[config.mk]
export PLATFORM = sky130hd
export DESIGN_NAME = ttrr_ram
export DESIGN_NICKNAME = d
export VERILOG_FILES = /design/src/sv/ttrr_ram.sv
export SDC_FILE = /design/constraint.sdc
export NUM_CORES = 1
export LEC_CHECK = 0
export ABC_AREA = 1
export BUFFER_PORTS_ARGS = -buffer_cell sky130_fd_sc_hd__buf_4
export CAP_MARGIN = 20
export CORE_MARGIN = 5
export CORE_UTILIZATION = 35
export DETAILED_ROUTE_END_ITERATION = 6
export SLEW_MARGIN = 20
export SYNTH_ARGS = -nofsm -noshare
export SYNTH_HDL_FRONTEND = slang
export SYNTH_SLANG_ARGS = --single-unit
[constraint.sdc]
create_clock -name clk -period 4 [get_ports clk]
set_clock_uncertainty 0.05 [all_clocks]
set_input_delay 0 -clock clk [delete_from_list [all_inputs] [get_ports clk]]
set_output_delay 0 -clock clk [all_outputs]
set_load 0.03 [all_outputs]
[src/sv/ttrr_ram.sv]
// Generic single-port RAM with registered read.
`default_nettype none
module ttrr_ram #(
  parameter int WIDTH = 8,
  parameter int DEPTH = 16
) (
  input  wire logic                     clk,
  input  wire logic                     we,
  input  wire logic [$clog2(DEPTH)-1:0] addr,
  input  wire logic [WIDTH-1:0]         wdata,
  output logic      [WIDTH-1:0]         rdata
);
  logic [WIDTH-1:0] mem [DEPTH];
  always_ff @(posedge clk) begin
    if (we) begin
      mem[addr] <= wdata;
    end
    rdata <= mem[addr];
  end
endmodule
`default_nettype wire

; After elaboration in Yosys (flattened, before gate mapping)
; Memory sizes are Yosys's and may differ from the RTL's. A register that Yosys moved wholly into a read port is not among the register bits.
; Index checks and enable logic that the tools add are counted.
[word_totals]
register_bits = 0
ramBits = 128
inputBits = 14
out_inout_bits = 8
word_cells = 3
memories = 1
[classes]
n_mux = 2
[mem_list]
columns = name, words, word_bits, read_ports, rd_ports_with_merged_regs, wr, line_no
row1 = mem, 16, 8, 1, 1, 1, 13  ; logic [WIDTH-1:0] mem [DEPTH];
[op_table]
columns = operator, count
row1 = 1-bit 2-to-1 mux, 2

; Logic depth before layout (Yosys ltp)
; Gate-level depths: netlist of the first run.
[depth]
ltp_word = 2
mapped_depth = 11
depth_no_buf = 9

; Least setup slack after synthesis of the first run
; Ideal clock, no wire load.
[synth_timing]
kind = in2reg
from = input addr[1]
to = memory mem[3][0] (enable)
setup_ps = 370
arrival_ps = 1007
required_ps = 3580
slack_ps = 2573
cell_stages = 4
n_path_buf = 2
cell_sequence = buf_2 clkbuf_1 nand3_1 nor2_1
[synth_rtl]
columns = item, line_no
row1 = "start, declared", 9  ; input wire logic [$clog2(DEPTH)-1:0] addr,
row2 = "end, declared", 13
; No word-level cell before the write port.

; Worst setup path after layout of the first run
[layout_timing]
from = input addr[0]
to = memory mem[14][2] (enable)
; No word-level cell before the write port.

==> results.sh, run 1 <==
export IMPL_clockBufferDepth=2
export IMPL_total_vias_in_the_final_route=3648
export IMPL_worst_slew_pin_transition_ns=1.04
export IMPL_hold_path_class="in2reg"
export IMPL_cts_reportedPaths_clkPinSlew_ns=0.06
export IMPL_synth_seq_cells=136
export IMPL_avgViaCountPerCell=4.54
export IMPL_detail_route_wirelength_um=12700
export IMPL_drc=0
export IMPL_multi_input_comb_area_sq_um=1390
export IMPL_synth_avg_cell_area_sq_um=10.2
export IMPL_cell_area_power_density_nw_per_um2=522
export IMPL_layout_filler_cells=1493
export IMPL_grt_max_degree=68
export IMPL_crit_arrival_ns=2.31
export IMPL_path_cells="buf_4 > inv_2 > nand3_1 > nor2_1"
export IMPL_setup_viol_count_final=0
export IMPL_die_height_um=136
export IMPL_place_area_sq_um=5900
export IMPL_maxSlewViolCount=0
export IMPL_initial_antenna_violation_count=0
export IMPL_stdcell_area_sq_um=6600
export IMPL_fin_cells=804
export IMPL_initial_standard_cell_utilization_of_the_core=0.355
export IMPL_report_final_hold_viol_count=0
export IMPL_crit_path_max_fanout=67
export IMPL_maxClockFrequency_mhz=434
export IMPL_detail_route_first_pass_iterations=5
export IMPL_fin_crit_sh=0.577
export IMPL_area_sequential_sq_um=4000
export IMPL_clock_tree_root_cell="clkbuf_16"
export IMPL_worst_endpoint_required_ns=4.00
export IMPL_yosysWarningCount=0
export IMPL_synthesis_nets=562
export IMPL_drt_iter0_drc=375
export IMPL_core_area_sq_um=15800
export IMPL_cp_slowest_cell="inv_2"
export IMPL_synth_cell_area_sq_um=5590
export IMPL_numCtsBuffers=17
export IMPL_grt_first_pass_wirelength_um=19900
export IMPL_gp_congestion=0.848
export IMPL_die_x_um=136
export IMPL_finalSetupTns_ns=0
export IMPL_io_buffers=21
export IMPL_maximum_capacitance_violations=0
export IMPL_cts_setup_buffers=0
export IMPL_vias_in_the_first_global_route=3605
export IMPL_max_slew_margin=0.304
export IMPL_unrepaired_setup_endpoints_after_global_routing="no"
export IMPL_cts_max_level=4
export IMPL_seq_area_frac_synth=0.716
export IMPL_synth_lib_cells_used_distinct=11
export IMPL_synthToLayoutAreaGrowth_pct=18.0
export IMPL_cts_resized=0
export IMPL_insertedDiodeCount=0
export IMPL_total_routing_usage_gr=0.146
export IMPL_wl_per_instance_um=15.8
export IMPL_worst_setup_path_type="in2reg"
export IMPL_period_needed_ns=2.31
export IMPL_cts_sinks=136
export IMPL_post_synth_inst_count=548
export IMPL_fp_row_count=46
export IMPL_io_pins=22
export IMPL_max_stage_delay_ns=0.83
export IMPL_place_hpwl_um=7790
export IMPL_setup_worst_path_start_class="input port"
export IMPL_clk_latency_ns=0.42
export IMPL_globalRoute_totalOverflow=0
export IMPL_status="complete, no violations"
export IMPL_setup_worst_path_end_class="register"
export IMPL_ir_worst_vdd_mv=0.318
export IMPL_dieArea_sq_um=18600
export IMPL_detail_route_antenna_nets=0
export IMPL_final_layout_size_suffix_gt1_frac=0.0867
export IMPL_placedCellCount=764
export IMPL_leakagePower_nw=2.77
export IMPL_clock_tree_from_tritoncts="done"
export IMPL_nets=589
-- cell type report --
cell class              instances  area share
clock inverters                13      0.0273
flip-flops and latches        136       0.607
multi-input cells             368       0.210
well taps                     216      0.0410
inverters                      23      0.0131
clock buffers                  19      0.0656
repair buffers                 29      0.0360
-- per-layer routing --
metal | track usage | routed length [um]
met1 | 0.198 | 5990
met2 | 0.223 | 5900
met3 | 0.0352 | 637
met4 | 0.0610 | 173
met5 | 0 | 0
-- Yosys cell counts --
| cell type | instances | area [sq um] |
|---|---|---|
| nor2_1 | 18 | 67.6 |
| nand3_1 | 4 | 20.0 |
| nand2_1 | 346 | 1300 |
| dfxtp_1 | 8 | 160 |
| clkbuf_1 | 3 | 11.3 |
| buf_4 | 6 | 45.0 |
| buf_2 | 12 | 60.1 |
| clkinv_1 | 1 | 3.75 |
| inv_2 | 1 | 3.75 |
| inv_1 | 21 | 78.8 |
| edfxtp_1 | 128 | 3840 |
-- what timing repair did --
| item | CTS | global route |
|---|---|---|
| endpoints found under the setup margin | 0 | 0 |
| endpoints found under the hold margin | 128 | 0 |
| hold buffers | 8 | 0 |
-- power by group --
group / switching (mW) / total, mW / internal, mW / leakage (nW)
Clock: 0.581 / 1.62 / 1.04 / 0.295
Combinational: 0.157 / 0.219 / 0.0615 / 1.25
Sequential: 0.00910 / 1.60 / 1.59 / 1.22
-- cells in the final DEF, fill, tap and decap left out --
| cell | instances |
|---|---|
| clkbuf_16 | 17 |
| edfxtp_1 | 128 |
| bufinv_16 | 4 |
| clkinv_1 | 2 |
| inv_6 | 1 |
| nor2_1 | 18 |
| inv_1 | 21 |
| clkinv_4 | 2 |
| nand3_1 | 4 |
| inv_2 | 1 |
| clkinvlp_4 | 2 |
| nand2_1 | 346 |
| clkbuf_1 | 2 |
| buf_4 | 21 |
| dlygate4sd3_1 | 8 |
| dfxtp_1 | 8 |
| clkinv_2 | 3 |
-- final timing paths --
kind,startpoint,end,slack [ns],cells after the start
worst min-delay path,addr[2],rdata[5],0.07,6
worst max-delay path,addr[0],mem[14][2],1.69,4
worst max register to register,mem[1][1],rdata[1],2.88,8
worst min register to register,mem[2][5],rdata[5],0.69,8
-- state kept, by name, summed over array words and instances, names as in the netlist --
register and flops:
mem 128, rdata 8
-- kinds of logic (layout without fill, tap and decap cells) --
logic type	Yosys count	in the layout	synth area share
buf+inv	44	84	0.0362
flops	136	136	0.716
simple gates	368	368	0.248
-- worst max-delay path, delay by kind of cell --
kind	cells	cell delay (ns)
buf+inv	2	1.14
simple gates	2	1.11
-- per-stage QoR --
stage / hold WS (ns) / util / worst slack [ns] / power (mW)
finish: 0.0748 / 0.418 / 1.69 / 3.44
global route: 0.125 / 0.418 / 1.49 / 3.55
CTS: 0.0712 / 0.418 / 1.70 / 3.46
detailed placement: 0.356 / 0.374 / 1.28 / 1.85
global placement: 0.358 / 0.374 / 1.41 / 1.85
floorplan: 0.0489 / - / 2.57 / 1.76
Power figures use the tool's default switching activity.
==> inputs of run 2 (changes only) <==
==> constraint.sdc (replaced) <==
create_clock -name clk -period 2.25 [get_ports clk]
set_clock_uncertainty 0.05 [all_clocks]
set_input_delay 0 -clock clk [delete_from_list [all_inputs] [get_ports clk]]
set_output_delay 0 -clock clk [all_outputs]
set_load 0.03 [all_outputs]
==> run 2 against run 1 <==
Non-clock buffer count increased by 7. Power increased by 85%. Critical path depth unchanged. Sequential cell count unchanged. Largest cell class unchanged.
==> results.sh, run 2 (same netlist as run 1, synthesis figures left out) <==
export IMPL_status="complete, no violations"
export IMPL_io_buffers=21
export IMPL_post_layout_total_power_mw=6.36
export IMPL_finish_utilization=0.426
export IMPL_detail_route_wirelength_um=12400
export IMPL_hold_path_class="in2reg"
export IMPL_worstHoldEndpoint="rdata[4]"
export IMPL_cp_slowest_cell="nor2_1"
export IMPL_total_vias_in_the_final_route=3620
export IMPL_grt_first_pass_wirelength_um=19200
export IMPL_initial_antenna_violation_count=0
export IMPL_die_x_um=136
export IMPL_place_area_sq_um=5960
export IMPL_io_pins=22
export IMPL_crit_path_max_fanout=9
export IMPL_grt_max_degree=41
export IMPL_globalRoute_totalOverflow=0
export IMPL_ir_worst_vdd_mv=0.533
export IMPL_max_slew_margin=0.472
export IMPL_top_regs="mem: 128 flops, rdata: 8 flops"
export IMPL_cts_sinks=136
export IMPL_place_hpwl_um=7660
export IMPL_crit_top_cell="nor2_1"
export IMPL_detail_route_first_pass_iterations=5
export IMPL_worst_slew_pin_transition_ns=0.790
export IMPL_period_needed_ns=1.36
export IMPL_setup_ws_ns=0.889
export IMPL_insertedDiodeCount=0
export IMPL_wl_per_instance_um=15.3
export IMPL_worst_setup_path_type="in2reg"
export IMPL_worst_endpoint_required_ns=2.25
export IMPL_report_final_hold_viol_count=0
export IMPL_clock_tree_root_cell="clkbuf_16"
export IMPL_maximum_capacitance_violations=0
export IMPL_hold_slack_ns=0.0894
export IMPL_numCtsBuffers=17
export IMPL_min_path_cells=6
export IMPL_fin_cells=811
export IMPL_total_routing_usage_gr=0.143
export IMPL_drc=0
export IMPL_leakagePower_nw=2.84
export IMPL_core_area_sq_um=15800
export IMPL_critical_path_startpoint="addr[2]"
export IMPL_clockBufferDepth=2
export IMPL_maxSlewViolCount=0
export IMPL_top_register="mem"
export IMPL_die_height_um=136
export IMPL_fin_crit_sh=0.605
export IMPL_fp_row_count=46
export IMPL_final_common_cell="nand2_1"
export IMPL_hold_path_startpoint="addr[3]"
export IMPL_largest_reg_flops=128
export IMPL_unrepaired_setup_endpoints_after_global_routing="no"
export IMPL_setup_worst_path_start_class="input port"
export IMPL_dieArea_sq_um=18600
export IMPL_r2r_end="rdata[0]"
export IMPL_placedCellCount=771
export IMPL_max_stage_delay_ns=0.60
export IMPL_stdcell_area_sq_um=6710
export IMPL_r2r_slack_ns=1.15
export IMPL_pre_cts_ws_ns=0.476
export IMPL_crit_arrival_ns=1.36
export IMPL_cell_area_power_density_nw_per_um2=948
export IMPL_drt_iter0_drc=325
export IMPL_mostFrequentLayoutCells="nand2_1, edfxtp_1, buf_4, inv_1, nor2_1"
export IMPL_synthToLayoutAreaGrowth_pct=20.0
export IMPL_setup_viol_count_final=0
export IMPL_avgViaCountPerCell=4.46
export IMPL_nets=596
export IMPL_final_layout_size_suffix_gt1_frac=0.101
export IMPL_path_cells="buf_4 > nor2_1 > inv_1 > nor2_1"
export IMPL_crit_buf_inv=2
export IMPL_setup_worst_path_end_class="register"
export IMPL_cts_reportedPaths_clkPinSlew_ns=0.05
export IMPL_vias_in_the_first_global_route=3510
export IMPL_maxClockFrequency_mhz=735
export IMPL_clock_tree_from_tritoncts="done"
export IMPL_initial_standard_cell_utilization_of_the_core=0.355
export IMPL_reg2reg_from="mem[1][0]"
export IMPL_cells_on_worst_reg2reg_path=8
export IMPL_gp_congestion=0.791
export IMPL_path_delay_family="simple AND/OR/NAND/NOR gates"
export IMPL_finalSetupTns_ns=0
export IMPL_clk_latency_ns=0.42
export IMPL_cts_max_level=4
export IMPL_detail_route_antenna_nets=0
export IMPL_cts_resized=0
[run 2: changes by cell type in the layout (fill, tap and decap cells not counted), sizes merged]
cell,delta
buf,+7
bufinv,+2
clkinvlp,-1
inv,-1
[run 2: area by class of cell]
cell class | count | area [sq um]
Fill cell | 1494 | 9060
Sequential cell | 136 | 4000
Multi-Input combinational cell | 368 | 1390
Clock buffer | 19 | 453
Timing Repair Buffer | 36 | 290
Tap cell | 216 | 270
Clock inverter | 13 | 224
Inverter | 23 | 86.3
[run 2: per-layer routing]
metal	GRT usage	part of all wire	vias to the layer above
li1	-	-	1821
met1	0.179	0.45	1700
met2	0.233	0.49	83
met3	0.0411	0.042	16
met4	0.0599	0.020	0
met5	0	0	-
[run 2: worst min-delay path: cells and delay by family]
kind / cells / cell delay, ns
buffers and inverters: 2 / 0.17
AND/OR/NAND/NOR: 4 / 0.33
[run 2: worst max path at each step]
stage | end | slack, ns | cells past startpoint
after floorplan | mem[3][0] | 0.82 | 4
after global placement | mem[4][2] | 0.57 | 5
after detailed placement | mem[6][1] | 0.48 | 4
after CTS | mem[6][1] | 0.92 | 4
after global routing | mem[6][1] | 0.74 | 5
final | mem[0][6] | 0.89 | 4
[run 2: where the power goes]
group          switching (mW)  leakage [nW]  internal (mW)
Sequential             0.0150          1.22           2.83
Combinational           0.279          1.29          0.113
Clock                   0.995         0.330           2.13
Total                    1.29          2.84           5.07
[run 2: timing repair]
item                      4_1_cts  5_1_grt
setup buffers                   0        0
hold endpoints to repair      128        0
hold buffers                    8        0
==> inputs of run 3 (changes only) <==
==> constraint.sdc (replaced) <==
create_clock -name clk -period 1.4 [get_ports clk]
set_clock_uncertainty 0.05 [all_clocks]
set_input_delay 0 -clock clk [delete_from_list [all_inputs] [get_ports clk]]
set_output_delay 0 -clock clk [all_outputs]
set_load 0.03 [all_outputs]
==> run 3 against run 2 <==
Design area increased by 1.8%. Hold slack lost 0.0087 ns. Sequential power is 61% higher. Sequential share of layout area decreased by 1.1 points. Cell count grew 2.6%. Register-to-register slack lost 0.83 ns. First-iteration DRC count increased by 15%. Count of clock-buffer cells in the layout rose by 1. Core utilization up 0.77 points. Highest routed layer unchanged.
==> results.sh, run 3 (same netlist as run 1, synthesis figures left out) <==
export IMPL_ctsHoldBuffers=8
export IMPL_path_delay_family="simple AND/OR/NAND/NOR gates"
export IMPL_dieArea_sq_um=18600
export IMPL_worst_slew_pin_transition_ns=0.279
export IMPL_io_pins=22
export IMPL_maxSlewViolCount=0
export IMPL_core_area_sq_um=15800
export IMPL_total_routing_usage_gr=0.144
export IMPL_post_layout_total_power_mw=9.75
export IMPL_multi_input_comb_area_sq_um=1390
export IMPL_setup_worst_path_start_class="register"
export IMPL_path_cells="nand2_1 > nand2_1 > nand2_1 > nand2_1 > nand2_1 > nand2_1 > inv_1 > nand2_1"
export IMPL_maximum_capacitance_violations=0
export IMPL_die_height_um=136
export IMPL_clock_tree_root_cell="clkbuf_16"
export IMPL_grt_max_degree=35
export IMPL_worst_setup_path_type="reg2reg"
export IMPL_drc=0
export IMPL_leakagePower_nw=2.92
export IMPL_clock_tree_from_tritoncts="done"
export IMPL_finalSetupTns_ns=0
export IMPL_max_slew_margin=0.814
export IMPL_clk_latency_ns=0.41
export IMPL_initial_standard_cell_utilization_of_the_core=0.355
export IMPL_numCtsBuffers=17
export IMPL_ir_worst_vdd_mv=0.954
export IMPL_cts_setup_buffers=0
export IMPL_detail_route_antenna_nets=0
export IMPL_crit_arrival_ns=1.34
export IMPL_unrepaired_setup_endpoints_after_global_routing="no"
export IMPL_synthToLayoutAreaGrowth_pct=22.2
export IMPL_detail_route_wirelength_um=12300
export IMPL_cts_max_level=4
export IMPL_initial_antenna_violation_count=0
export IMPL_setup_worst_path_end_class="register"
export IMPL_place_area_sq_um=6140
export IMPL_insertedDiodeCount=0
export IMPL_cts_reportedPaths_clkPinSlew_ns=0.06
export IMPL_fin_crit_sh=0.773
export IMPL_crit_buf_inv=1
export IMPL_grt_first_pass_wirelength_um=19700
export IMPL_total_vias_in_the_final_route=3721
export IMPL_hold_slack_ns=0.0807
export IMPL_vias_in_the_first_global_route=3792
export IMPL_max_stage_delay_ns=0.37
export IMPL_mostFrequentLayoutCells="nand2_1, edfxtp_1, buf_4, inv_1, nor2_1"
export IMPL_clockBufferDepth=2
export IMPL_hold_path_class="in2reg"
export IMPL_area_sequential_sq_um=4000
export IMPL_drt_iter0_drc=373
export IMPL_top_register="mem"
export IMPL_stdcell_area_sq_um=6840
export IMPL_cts_sinks=136
export IMPL_status="complete, no violations"
export IMPL_worst_endpoint_required_ns=1.66
export IMPL_finish_utilization=0.433
export IMPL_place_hpwl_um=8020
export IMPL_top_regs="mem: 128 flops, rdata: 8 flops"
export IMPL_largest_reg_flops=128
export IMPL_io_buffers=21
export IMPL_gp_congestion=0.834
export IMPL_final_common_cell="nand2_1"
export IMPL_crit_path_max_fanout=1
export IMPL_die_x_um=136
export IMPL_globalRoute_totalOverflow=0
export IMPL_maxClockFrequency_mhz=924
export IMPL_nets=617
export IMPL_wl_per_instance_um=14.7
export IMPL_period_needed_ns=1.08
export IMPL_cts_resized=0
export IMPL_cp_slowest_cell="edfxtp_1"
export IMPL_fp_row_count=46
export IMPL_cell_area_power_density_nw_per_um2=1430
export IMPL_detail_route_first_pass_iterations=4
export IMPL_avgViaCountPerCell=4.47
export IMPL_setup_viol_count_final=0
export IMPL_layout_filler_cells=1468
export IMPL_report_final_hold_viol_count=0
export IMPL_crit_top_cell="nand2_1"
export IMPL_final_layout_size_suffix_gt1_frac=0.133
[run 3: final timing paths]
kind / from / to / slack (ns) / cells after the start
worst max-delay path: mem[7][3] / rdata[3] / 0.32 / 8
worst min-delay path: addr[2] / rdata[7] / 0.08 / 7
worst max register to register: mem[7][3] / rdata[3] / 0.32 / 8
worst min register to register: mem[10][3] / rdata[3] / 0.65 / 8
[run 3: worst min-delay path: stages]
cell and delay (ns):
buf_4 0.10, nor2_1 0.05, buf_4 0.16, nand2_1 0.07, nand2_1 0.04, inv_1 0.04, nand2_1 0.04
[run 3: cell type report]
cell class,instances,area share
clock buffers,20,0.0683
clock inverters,12,0.0218
inverters,23,0.0126
well taps,216,0.0395
flip-flops and latches,136,0.586
repair buffers,57,0.0692
multi-input cells,368,0.203
[run 3: stage by stage]
step | setup slack (ns) | instances
detailed placement | 0.158 | 792
global route | 0.214 | 832
floorplan | -0.0272 | 548
CTS | 0.313 | 832
global placement | 0.152 | 792
finish | 0.317 | 832
[run 3: power by group]
group | switching (mW) | internal (mW) | total (mW)
Sequential | 0.0267 | 4.55 | 4.58
Combinational | 0.446 | 0.212 | 0.659
Clock | 1.59 | 2.93 | 4.51
[run 3: metal layers]
layer	vias to the layer above	share of wire	wire length, um	GRT usage
li1	1864	-	-	-
met1	1736	0.44	5400	0.178
met2	99	0.48	5940	0.237
met3	22	0.055	679	0.0418
met4	0	0.019	238	0.0582
met5	-	0	0	0
